### config.mk
export PLATFORM = sky130hd
export DESIGN_NAME = ggpc_back
export DESIGN_NICKNAME = d
export VERILOG_FILES = /design/src/hdl/ggpc_pkg.sv /design/src/hdl/ggpc_back.sv
export SDC_FILE = /design/constraint.sdc
export NUM_CORES = 1
export LEC_CHECK = 0
export BUFFER_PORTS_ARGS = -buffer_cell sky130_fd_sc_hd__buf_2
export CORE_ASPECT_RATIO = 1.25
export CORE_MARGIN = 3
export CORE_UTILIZATION = 26
export DETAILED_ROUTE_END_ITERATION = 12
export PLACE_DENSITY = 0.44
export SYNTH_ARGS = -nofsm -noshare
export SYNTH_HDL_FRONTEND = slang
export SYNTH_SLANG_ARGS = --single-unit
### constraint.sdc
create_clock -name clk -period 7 [get_ports clk]
set_clock_uncertainty 0.1 [all_clocks]
set_input_delay 1.05 -clock clk [delete_from_list [all_inputs] [get_ports clk]]
set_output_delay 1.05 -clock clk [all_outputs]
set_load 0.05 [all_outputs]
### src/hdl/ggpc_pkg.sv
`default_nettype none
// ----------------------------------------------------------------------------
// ggpc_pkg
// Shared constants, types and the CORDIC angle table of the go-to-goal
// pose controller.
// ----------------------------------------------------------------------------
package ggpc_pkg;

	localparam int CORDIC_STAGES = 16;
	localparam int XW            = 35;   // CORDIC x/y width
	localparam int ZW            = 34;   // CORDIC angle width, Q.30
	localparam int LATENCY       = CORDIC_STAGES + 5;

	localparam logic signed [ZW-1:0] PI_Q30     = 34'sd3373259426;
	localparam logic signed [16:0]   PI_Q13     = 17'sd25736;
	localparam logic signed [16:0]   TWO_PI_Q13 = 17'sd51472;
	localparam logic        [16:0]   SPEED_ONE  = 17'd65536;

	typedef enum logic [1:0] {
		MODE_STOP    = 2'd0,
		MODE_MOVING  = 2'd1,
		MODE_ORIENT  = 2'd2,
		MODE_REACHED = 2'd3
	} mode_t;

	typedef enum logic [1:0] {
		CFG_LINEAR_GAIN   = 2'd0,
		CFG_ANGULAR_GAIN  = 2'd1,
		CFG_POSITION_TOL  = 2'd2,
		CFG_ANGLE_TOL     = 2'd3
	} cfg_index_t;

	// data that rides beside the CORDIC
	typedef struct packed {
		logic               pose_ok;
		logic               near;
		logic signed [16:0] yaw;
		logic        [16:0] lin;
	} side_t;

	function automatic logic signed [ZW-1:0] atan_q30(input int i);
		logic signed [ZW-1:0] r;
		unique case (i)
			0:  r = 34'sd843314857;
			1:  r = 34'sd497837829;
			2:  r = 34'sd263043837;
			3:  r = 34'sd133525159;
			4:  r = 34'sd67021687;
			5:  r = 34'sd33543516;
			6:  r = 34'sd16775851;
			7:  r = 34'sd8388437;
			8:  r = 34'sd4194283;
			9:  r = 34'sd2097149;
			10: r = 34'sd1048575;
			11: r = 34'sd524288;
			12: r = 34'sd262144;
			13: r = 34'sd131072;
			14: r = 34'sd65536;
			15: r = 34'sd32768;
			16: r = 34'sd16384;
			17: r = 34'sd8192;
			18: r = 34'sd4096;
			19: r = 34'sd2048;
			20: r = 34'sd1024;
			21: r = 34'sd512;
			22: r = 34'sd256;
			23: r = 34'sd128;
			default: r = '0;
		endcase
		return r;
	endfunction

endpackage
`default_nettype wire

### src/hdl/ggpc_back.sv
`default_nettype none
// ----------------------------------------------------------------------------
// ggpc_back
// Mode decision, turn-rate multiply and clamp, three stages.
// ----------------------------------------------------------------------------
module ggpc_back (
	input  wire logic                         clk,
	input  wire logic                         arst_n,
	input  wire logic                         in_valid,
	input  wire logic signed [ggpc_pkg::ZW-1:0] z_in,
	input  wire ggpc_pkg::side_t              side_in,
	input  wire logic        [20:0]           angular_gain,
	input  wire logic        [14:0]           yaw_tol,
	output logic                              done,
	output logic        [16:0]                linear_speed,
	output logic signed [17:0]                angular_speed,
	output logic        [1:0]                 control_mode,
	output logic                              at_goal
);

	logic signed [ggpc_pkg::ZW-1:0] zr;
	logic signed [16:0] bearing;
	logic        [16:0] ayaw;
	ggpc_pkg::mode_t    mode;

	logic               v_s1, v_s2;
	ggpc_pkg::mode_t    mode_s1, mode_s2;
	logic signed [16:0] ang_s1;
	logic        [16:0] lin_s1, lin_s2;
	logic signed [38:0] prod_s2;

	logic signed [38:0] turn;
	logic signed [17:0] turn_c;

	always_comb begin
		zr      = (z_in + ggpc_pkg::ZW'(65536)) >>> 17;
		bearing = zr[16:0];
		ayaw    = side_in.yaw[16] ? 17'(-side_in.yaw) : side_in.yaw;
		if (!side_in.pose_ok) begin
			mode = ggpc_pkg::MODE_STOP;
		end else if (!side_in.near) begin
			mode = ggpc_pkg::MODE_MOVING;
		end else if (ayaw > 17'(yaw_tol)) begin
			mode = ggpc_pkg::MODE_ORIENT;
		end else begin
			mode = ggpc_pkg::MODE_REACHED;
		end
	end

	always_ff @(posedge clk or negedge arst_n) begin
		if (!arst_n) begin
			v_s1 <= 1'b0;
			v_s2 <= 1'b0;
			done <= 1'b0;
		end else begin
			v_s1 <= in_valid;
			v_s2 <= v_s1;
			done <= v_s2;
		end
	end

	always_ff @(posedge clk) begin
		mode_s1 <= mode;
		unique case (mode)
			ggpc_pkg::MODE_MOVING: ang_s1 <= bearing;
			ggpc_pkg::MODE_ORIENT: ang_s1 <= side_in.yaw;
			default:               ang_s1 <= '0;
		endcase
		lin_s1 <= (mode == ggpc_pkg::MODE_MOVING) ? side_in.lin : '0;

		mode_s2 <= mode_s1;
		lin_s2  <= lin_s1;
		prod_s2 <= $signed({18'd0, angular_gain}) * 39'(ang_s1);
	end

	always_comb begin
		turn = prod_s2 >>> 13;
		if (turn > 39'sd65536) begin
			turn_c = 18'sd65536;
		end else if (turn < -39'sd65536) begin
			turn_c = -18'sd65536;
		end else begin
			turn_c = turn[17:0];
		end
	end

	always_ff @(posedge clk) begin
		linear_speed  <= lin_s2;
		angular_speed <= turn_c;
		control_mode  <= mode_s2;
		at_goal       <= (mode_s2 == ggpc_pkg::MODE_REACHED);
	end

	a_reached: assert property (@(posedge clk) disable iff (!arst_n)
		done |-> (at_goal == (control_mode == ggpc_pkg::MODE_REACHED)))
		else $error("goal flag disagrees with mode");
	a_lin_zero: assert property (@(posedge clk) disable iff (!arst_n)
		(done && control_mode != ggpc_pkg::MODE_MOVING) |-> (linear_speed == 17'd0))
		else $error("linear speed outside moving mode");
	a_ang_zero: assert property (@(posedge clk) disable iff (!arst_n)
		(done && (control_mode == ggpc_pkg::MODE_STOP ||
		          control_mode == ggpc_pkg::MODE_REACHED)) |-> (angular_speed == 18'sd0))
		else $error("turn rate while stopped");

endmodule
`default_nettype wire

==> metrics.csv, run 1 <==
metric,value,unit
largest net degree at the start of global routing,25,
max-cap violation count,0,
largest fanout on the critical path,9,
mean post-synth cell area,9.219,sq um
CTS max path bufs,2,
Placement Setup Slack,-0.2808,ns
starting density of the core,26.47,%
core area,58710,sq um
Final WS setup,0.2956,ns
Die ar.,62770,sq um
Syn-to-layout area delta,18.09,%
Hold Path Sink,linear_speed[10],
Sw Ratio,44.39,%
post-synthesis xor/xnor area fraction,2.874,%
max_slew headroom,21.31,%
CP max stage delay,0.61,ns
Worst-Margin Slew,1.176,ns
die width,224.7,um
Worst-path clk slew,0.07,ns
ANT cells,0,
Power Total,0.005712,W
"commonest non-fill, non-tap cell in the layout",inv_1,
Adder-Cell Fraction of Synth Area,48.44,%
aggregate global-route resource usage,14.00,%
post-DR wirelength/cell,15.98,um
Nets,2428,
post-route setup TNS,0,ns
Final GP Congestion,0.8000,
"Slowest-stage cell, CP",fa_1,
initial antenna violation count,3,
CP cell instances,buf_2 -> buf_4 -> nand2_1 -> fa_1 -> inv_1 -> fa_1 -> fa_1 -> fa_1 -> fa_1 -> inv_1 -> fa_1 -> inv_1 -> ha_1 -> o21ai_0 -> a21oi_1 -> a221oi_1 -> buf_4 -> o21ai_0 -> a31oi_1 -> buf_4 -> nor2b_1 -> o21ai_0 -> xor2_1,
Pwr Density,311.2,nW/um^2
multiplexer area fraction after synthesis,0,%
library cells used by synthesis,53,
Final HPWL DP,36640,um
net switching power,0.002535,W
final setup violation count,0,
minimum clock period,6.704,ns
placed insts,2625,
# DRC,0,
First-pass DRT Iterations,4,
Yosys warning total,0,
synthesized area,15540,sq um
Worst setup SP type,primary input,
RSZ-0062 raised after global routing,no,
crit path capture type,register,
hold path depth,0,
Port Buf Inserts,131,
FMAX,149.2,MHz
Syn Nets,2227,
clock power share,15.7,%
Top Family by Delay on Critical Path,adder cells,
"wirelength, routed",42470,um
crit path buf inv count,7,
Mapped Cells,1686,
GR Overflow Total,0,
CP Class,in -> reg,
reg2reg end,prod_s2[37],
Worst R2R Path Depth,20,
Via density,4.369,
first-pass GRT wire length,67690,um
Reg-to-Reg Start,ang_s1[4],
Critical Path RT,7.22,ns
Final Hold Fails,0,
Vias,11610,
Final Util,31.26,%
Crit. path cell count,23,
vias in the first global route,12610,
DRT antenna net count,0,
DRT iter0 DRCs,352,
sequential area share after synthesis,15.81,%
FF-to-FF setup slack,0.51,ns
"FFs w/ async S/R, synth",2.459,%
hold path start,lin_s2[10],
share of post-route cells with drive strength above 1,14.95,%
most frequent cells in the layout,"381 x inv_1, 283 x fa_1, 198 x nand2_1",
critical path's most frequent cell,fa_1,
LEAKAGE,9.450,nW
CP arrival,6.92,ns
Flop pwr share,15.9,%
CTS H-Tree Depth,4,
Tightest Hold Check Type,reg -> reg,
clock sinks,122,
compound-gate portion of the synthesized area,5.031,%
main combinational cell family by area after synthesis,adder cells,
row count,99,
Internal,0.003176,W
Layout Cells excl Fill,2657,
max-slew violations,0,
final period utilization,95.78,%
ys flop type,dfxtp_1,
Synth Area in Simple Gates,17.02,%
Num CTS Buffers,17,
worst-skew pair later-pin latency,0.46,ns
"EDFF count, synth",0,
Comb power frac,68.5,%
IO Pins,148,
CTS tree,yes,
#FFs+latches synth,122,
CTS Root Buffer Type,clkbuf_16,
VDD IR max,0.2697,mV
status,finished clean,
die height,279.4,um
-- power by group through the flow --
stage	Sequential [W]	Clock, W	Combinational, W
6_report	0.000906	0.000895	0.00391
5_1_grt	0.000920	0.000964	0.00452
4_1_cts	0.000909	0.000935	0.00403
3_5_place_dp	0.000924	0	0.00400
3_3_place_gp	0.000920	0	0.00400
2_1_floorplan	0.000927	0	0.00255
-- worst max-delay path by stage --
stage          slack (ns)        startpoint           to
3_3_place_gp        -0.22   angular_gain[7]  prod_s2[34]
2_1_floorplan        0.32  angular_gain[10]  prod_s2[31]
3_5_place_dp        -0.28   angular_gain[9]  prod_s2[37]
5_1_grt              0.02   angular_gain[5]  prod_s2[31]
4_1_cts              0.19   angular_gain[9]  prod_s2[37]
6_report             0.30   angular_gain[9]  prod_s2[31]
-- metrics by stage --
stage	area [sq um]	hold slack, ns
after global placement	17760	0.2100
after global routing	18360	0.2290
after detailed placement	17760	0.2121
final	18360	0.2242
after floorplan	15540	0.2096
after CTS	18330	0.2267
-- kinds of logic after synthesis --
family                     count (synthesis)
DFF                                      122
and+or+nand+nor                          520
xor gates and xnor gates                  51
AOI/OAI and AO/OA                        118
adders and majority gates                432
buffers and inverters                    443
-- synth_stat cells, types with 2 or more instances --
cell type  instances  area (sq um)
a21o_1            11         82.58
and2_1           184          1151
o21ai_0           23         115.1
nand3_1           11         55.05
fa_1             283          5665
or3_1              5         31.28
o31ai_1            3         22.52
and3_1             6         37.54
xnor2_1           35         306.5
dfrtp_1            3         75.07
dfxtp_1          119          2382
nor2b_1           22         137.6
a31oi_1            5         31.28
nor4_1             9         56.30
xor2_1            16         140.1
a211oi_1           5         37.54
inv_1            381          1430
nand2b_1          10         62.56
a221oi_1           3         26.28
ha_1             149          1864
o211ai_1           3         22.52
a21oi_1           30         150.1
a22o_1            17         148.9
nand4_1           12         75.07
o22ai_1            2         12.51
o21a_1             5         37.54
nand2_1          198         743.2
clkbuf_1          59         221.5
nor2_1            43         161.4
o21bai_1           2         15.01
nor3_1            10         50.05
-- flip-flops by register name, indices dropped and copies added (netlist names) --
| name | count |
|---|---|
| mode_s1 | 2 |
| v_s2 | 1 |
| lin_s1 | 17 |
| at_goal | 1 |
| v_s1 | 1 |
| angular_speed | 18 |
| linear_speed | 17 |
| done | 1 |
| lin_s2 | 17 |
| prod_s2 | 26 |
| control_mode | 2 |
| mode_s2 | 2 |
| ang_s1 | 17 |
-- worst reg2reg max path: cells and delay by family (launching register included) --
kind / cells / cell delay, ns
xor gates and xnor gates: 1 / 0.14
AOI/OAI and AO/OA: 2 / 0.63
adders and majority gates: 7 / 3.31
and+or+nand+nor: 5 / 0.92
DFF: 1 / 0.68
buffers and inverters: 5 / 0.60
-- layer usage --
metal | vias up | wire length, um | GRT usage, % | share of wire [%]
met3 | 48 | 907 | 1.698 | 2.1
met2 | 158 | 24070 | 27.26 | 57
met1 | 5950 | 16590 | 15.78 | 39
met5 | - | 0 | 0 | 0
li1 | 5452 | - | - | -
met4 | 0 | 900 | 4.239 | 2.1
-- cell type report --
| cell class | instances | area, sq um |
|---|---|---|
| fillers | 6394 | 40360 |
| multi-input cells | 1121 | 11430 |
| flip-flops and latches | 122 | 2457 |
| repair buffers | 244 | 1519 |
| inverters | 381 | 1430 |
| well taps | 757 | 947.2 |
| clock buffers | 18 | 439.2 |
| clock inverters | 14 | 136.4 |
-- timing repair --
item                                    in CTS  in global routing
gates resized for setup                      0                  6
endpoints found under the setup margin       0                  8
buffers inserted                             0                  0
hold buffers                                 0                  0
Note: power is estimated with default switching activity, not from simulation.
==> run 2: changes to the inputs <==
==> constraint.sdc (replaced) <==
create_clock -name clk -period 7 [get_ports clk]
set_clock_uncertainty 0.1 [all_clocks]
set_input_delay 2.1 -clock clk [delete_from_list [all_inputs] [get_ports clk]]
set_output_delay 2.1 -clock clk [all_outputs]
set_load 0.05 [all_outputs]
==> metrics.csv, run 2 (synthesized netlist as in run 1, its figures left out) <==
metric,value,unit
status,"finished, violations left",
failing checks,negative setup slack,
Routed met3 length,1056,um
aggregate global-route resource usage,14.38,%
max_slew headroom,29.86,%
initial antenna violation count,4,
RSZ-0062 raised after global routing,yes,
largest fanout on the critical path,8,
max layer used,met5,
final period utilization,102.6,%
CTS tree,yes,
VDD IR max,0.3170,mV
Critical Path RT,7.24,ns
FMAX,139.2,MHz
Worst-path clk slew,0.07,ns
vias in the first global route,13130,
die height,279.4,um
GR Overflow Total,0,
max-slew violations,0,
LEAKAGE,9.890,nW
row count,99,
Top Family by Delay on Critical Path,adder cells,
Die ar.,62770,sq um
worst-skew pair later-pin latency,0.46,ns
Final GP Congestion,0.8019,
CP cell instances,buf_6 -> buf_4 -> buf_6 -> and2_4 -> fa_1 -> inv_2 -> fa_1 -> inv_1 -> fa_1 -> fa_1 -> fa_1 -> inv_1 -> fa_1 -> inv_2 -> ha_4 -> nand4_1 -> nor3_4 -> nor2_4 -> o311a_1 -> nor3_2 -> xnor2_1,
"commonest non-fill, non-tap cell in the layout",inv_1,
placed cell area,18210,sq um
Nets,2477,
DRT antenna net count,0,
CTS H-Tree Depth,4,
largest net degree at the start of global routing,26,
share of post-route cells with drive strength above 1,22.47,%
Vias,11680,
Port Buf Inserts,131,
core area,58710,sq um
First-pass DRT Iterations,4,
Top Registers,"prod_s2 (26), angular_speed (18)",
Power Total,0.007005,W
# DRC,0,
IO Pins,148,
Worst setup SP type,primary input,
"Slowest-stage cell, CP",fa_1,
clock sinks,122,
"wirelength, routed",43330,um
first-pass GRT wire length,69630,um
Final WS setup,-0.1822,ns
post-DR wirelength/cell,16.00,um
CTS max path bufs,2,
Pwr Density,358.9,nW/um^2
starting density of the core,26.47,%
CP max stage delay,0.54,ns
CP Class,in -> reg,
DRT iter0 DRCs,332,
Syn-to-layout area delta,25.56,%
Final Hold Fails,0,
Placement Setup Slack,-1.099,ns
CTS Root Buffer Type,clkbuf_16,
Num CTS Buffers,17,
max-cap violation count,0,
crit path capture type,register,
Met1 Wirelength,17280,um
hold path depth,0,
max reg flops,26,
Crit. path cell count,21,
Worst R2R Path Depth,22,
Worst-Margin Slew,1.048,ns
fin area,19520,sq um
Layout fillers,6221,
final setup violation count,16,
crit path buf inv count,7,
CP arrival,7.42,ns
Largest Register,prod_s2,
met2 WL post-DR,24300,um
Tightest Hold Check Type,reg -> reg,
# hold bufs at CTS,0,
die width,224.7,um
critical path's most frequent cell,fa_1,
most frequent cells in the layout,"360 x inv_1, 274 x fa_1, 190 x nand2_1",
minimum clock period,7.182,ns
Final HPWL DP,37250,um
Via density,4.312,
## run 2: worst reg2reg max path: cells and delay by family, from the launching register on
kind,cells,cell delay [ns]
fa+ha+maj,7,3.46
flops,1,0.82
buf+inv,6,0.38
xor+xnor,1,0.09
compound gates,4,0.88
simple gates,4,0.40
## run 2: timing repair
action,CTS,global route
pin swaps,52,43
resized for setup,83,82
gates cloned,0,0
buffers inserted,7,7
setup endpoints to repair,23,23
## run 2: per-stage QoR
stage          hold slack, ns  util, %  TNS [ns]  cells
2_1_floorplan          0.2096        -    -2.481   1686
5_1_grt                0.2215    33.23    -4.230   2706
3_5_place_dp           0.2121    31.01    -20.50   2660
4_1_cts                0.2144    32.63    -1.195   2699
3_3_place_gp           0.2101    31.01    -19.52   2660
6_report               0.2133    33.24    -1.126   2708
## run 2: final cells by class
type,instances,area (sq um),area share [%]
Clock buffer,17,425.4,2.180
Timing Repair Buffer,293,2127,10.90
Clock inverter,15,141.4,0.7245
Inverter,381,1430,7.328
Sequential cell,122,2457,12.59
Antenna cell,2,5.005,0.02564
Tap cell,757,947.2,4.853
Multi-Input combinational cell,1121,11980,61.40
## run 2: where the power goes
group          switching [W]  internal [W]  total [W]
registers          0.0000716      0.000836   0.000907
clock network       0.000382      0.000494   0.000877
logic                0.00259       0.00263    0.00522
## run 2: routing by layer
metal,GRT usage (%),vias to the layer above
met4,3.815,2
met5,0,-
met1,16.25,5950
li1,-,5563
met3,2.191,41
met2,27.89,120
## run 2: final timing paths
path,start,endpoint,slack (ns)
min in group asynchronous,arst_n,done,1.33
max in group asynchronous,arst_n,v_s1,5.37
worst min register to register,lin_s1[11],lin_s2[11],0.21
worst max-delay path,angular_gain[12],prod_s2[38],-0.18
worst max register to register,ang_s1[2],prod_s2[38],0.73
worst min-delay path,lin_s1[11],lin_s2[11],0.21
==> run 3: changes to the inputs <==
--- a/config.mk
+++ b/config.mk
@@ -10,6 +10,7 @@
 export CORE_MARGIN = 3
 export CORE_UTILIZATION = 26
 export DETAILED_ROUTE_END_ITERATION = 12
+export MAX_ROUTING_LAYER = met4
 export PLACE_DENSITY = 0.44
 export SYNTH_ARGS = -nofsm -noshare
 export SYNTH_HDL_FRONTEND = slang
==> metrics.csv, run 3 (synthesized netlist as in run 1, its figures left out) <==
metric,value,unit
status,"finished, violations left",
failing checks,negative setup slack,
Via density,4.314,
Final WS setup,-0.1798,ns
Vias,11700,
Syn-to-layout area delta,25.65,%
max reg flops,26,
Setup crit start,angular_gain[12],
Critical Path RT,7.24,ns
DRT antenna net count,0,
Worst setup SP type,primary input,
"wirelength, routed",43300,um
first-pass GRT wire length,69610,um
# DRC,0,
CP cell instances,buf_6 -> buf_4 -> buf_6 -> and2_4 -> fa_1 -> inv_2 -> fa_1 -> inv_1 -> fa_1 -> fa_1 -> fa_1 -> inv_1 -> fa_1 -> inv_2 -> ha_4 -> nand4_1 -> nor3_4 -> nor2_4 -> o311a_1 -> nor3_2 -> xnor2_1,
Final Hold Fails,0,
CP arrival,7.42,ns
aggregate global-route resource usage,14.82,%
RSZ-0062 raised after global routing,yes,
max_slew headroom,29.82,%
Num CTS Buffers,17,
reg2reg end,prod_s2[38],
share of post-route cells with drive strength above 1,22.52,%
"commonest non-fill, non-tap cell in the layout",inv_1,
max-cap violation count,0,
Final GP Congestion,0.8134,
IO Pins,148,
most frequent cells in the layout,"360 x inv_1, 274 x fa_1, 190 x nand2_1",
Pwr Density,358.7,nW/um^2
CTS Root Buffer Type,clkbuf_16,
worst-skew pair later-pin latency,0.46,ns
FMAX,139.3,MHz
initial antenna violation count,4,
minimum clock period,7.180,ns
GR Overflow Total,0,
largest net degree at the start of global routing,26,
Tightest Hold Check Type,reg -> reg,
Final HPWL DP,37250,um
CP endpoint,prod_s2[38],
VDD IR max,0.3171,mV
First-pass DRT Iterations,4,
CP max stage delay,0.54,ns
CTS H-Tree Depth,4,
Die ar.,62770,sq um
Reg-to-Reg Start,ang_s1[2],
final period utilization,102.6,%
Worst-Margin Slew,1.049,ns
post-DR wirelength/cell,15.97,um
DRT iter0 DRCs,329,
final setup violation count,16,
Worst-path clk slew,0.07,ns
critical path's most frequent cell,fa_1,
crit path capture type,register,
Top Registers,"prod_s2 (26), angular_speed (18)",
# hold bufs at CTS,0,
starting density of the core,26.47,%
core area,58710,sq um
clock sinks,122,
FF-to-FF setup slack,0.76,ns
CTS max path bufs,2,
die width,224.7,um
Power Total,0.007005,W
hold path start,lin_s1[11],
Worst R2R Path Depth,21,
largest fanout on the critical path,9,
Port Buf Inserts,131,
CP Class,in -> reg,
Largest Register,prod_s2,
row count,99,
"Slowest-stage cell, CP",fa_1,
Placement Setup Slack,-1.099,ns
Nets,2477,
vias in the first global route,13120,
max-slew violations,0,
die height,279.4,um
CTS tree,yes,
LEAKAGE,9.896,nW
hold slack,0.2121,ns
## run 3: changes by cell type in the layout (fill, tap and decap cells not counted), sizes merged
cell / previous run / this run
diode: 2 / 5
## run 3: cell type report
type | count | area, sq um
Clock inverter | 15 | 141.4
Clock buffer | 17 | 425.4
Timing Repair Buffer | 293 | 2127
Fill cell | 6218 | 39180
Sequential cell | 122 | 2457
Inverter | 381 | 1430
Multi-Input combinational cell | 1121 | 11990
Antenna cell | 5 | 12.51
Tap cell | 757 | 947.2
## run 3: timing repair
| action | 4_1_cts | 5_1_grt |
|---|---|---|
| endpoints found under the setup margin | 23 | 23 |
| setup buffers | 7 | 7 |
| endpoints found under the hold margin | 0 | 0 |
| gates resized for setup | 83 | 83 |
| pin swaps | 52 | 42 |
## run 3: report_power, final
group / switching [W] / total (W) / internal, W
logic: 0.00259 / 0.00522 / 0.00263
clock network: 0.000385 / 0.000879 / 0.000494
registers: 0.0000716 / 0.000907 / 0.000836
total: 0.00304 / 0.00701 / 0.00396
## run 3: routing by layer
metal / wire [um] / global-route usage [%]
met5: 0 / -
met4: 687 / 3.815
met3: 1162 / 2.159
met2: 24300 / 27.87
met1: 17150 / 16.29
## run 3: worst min-delay path by stage
| stage | slack (ns) | endpoint | cells past startpoint |
|---|---|---|---|
| CTS | 0.21 | lin_s2[11] | 0 |
| global placement | 0.21 | lin_s2[14] | 0 |
| floorplan | 0.21 | lin_s2[0] | 0 |
| finish | 0.21 | lin_s2[11] | 0 |
| detailed placement | 0.21 | lin_s2[15] | 0 |
| global route | 0.22 | lin_s2[11] | 0 |
## run 3: metrics by stage
stage / cells / utilization (%) / TNS (ns) / cell area [sq um]
after floorplan: 1686 / - / -2.481 / 15810
after global placement: 2660 / 31.01 / -19.52 / 18210
after detailed placement: 2660 / 31.01 / -20.50 / 18210
after CTS: 2699 / 32.63 / -1.195 / 19160
after global routing: 2707 / 33.25 / -4.225 / 19520
final: 2711 / 33.27 / -1.114 / 19530
## run 3: critical path, delay by kind of cell
kind,cells,cell delay [ns]
buffers and inverters,7,0.58
AOI/OAI and AO/OA,1,0.35
xor gates and xnor gates,1,0.09
and+or+nand+nor,5,0.98
adders and majority gates,7,3.31
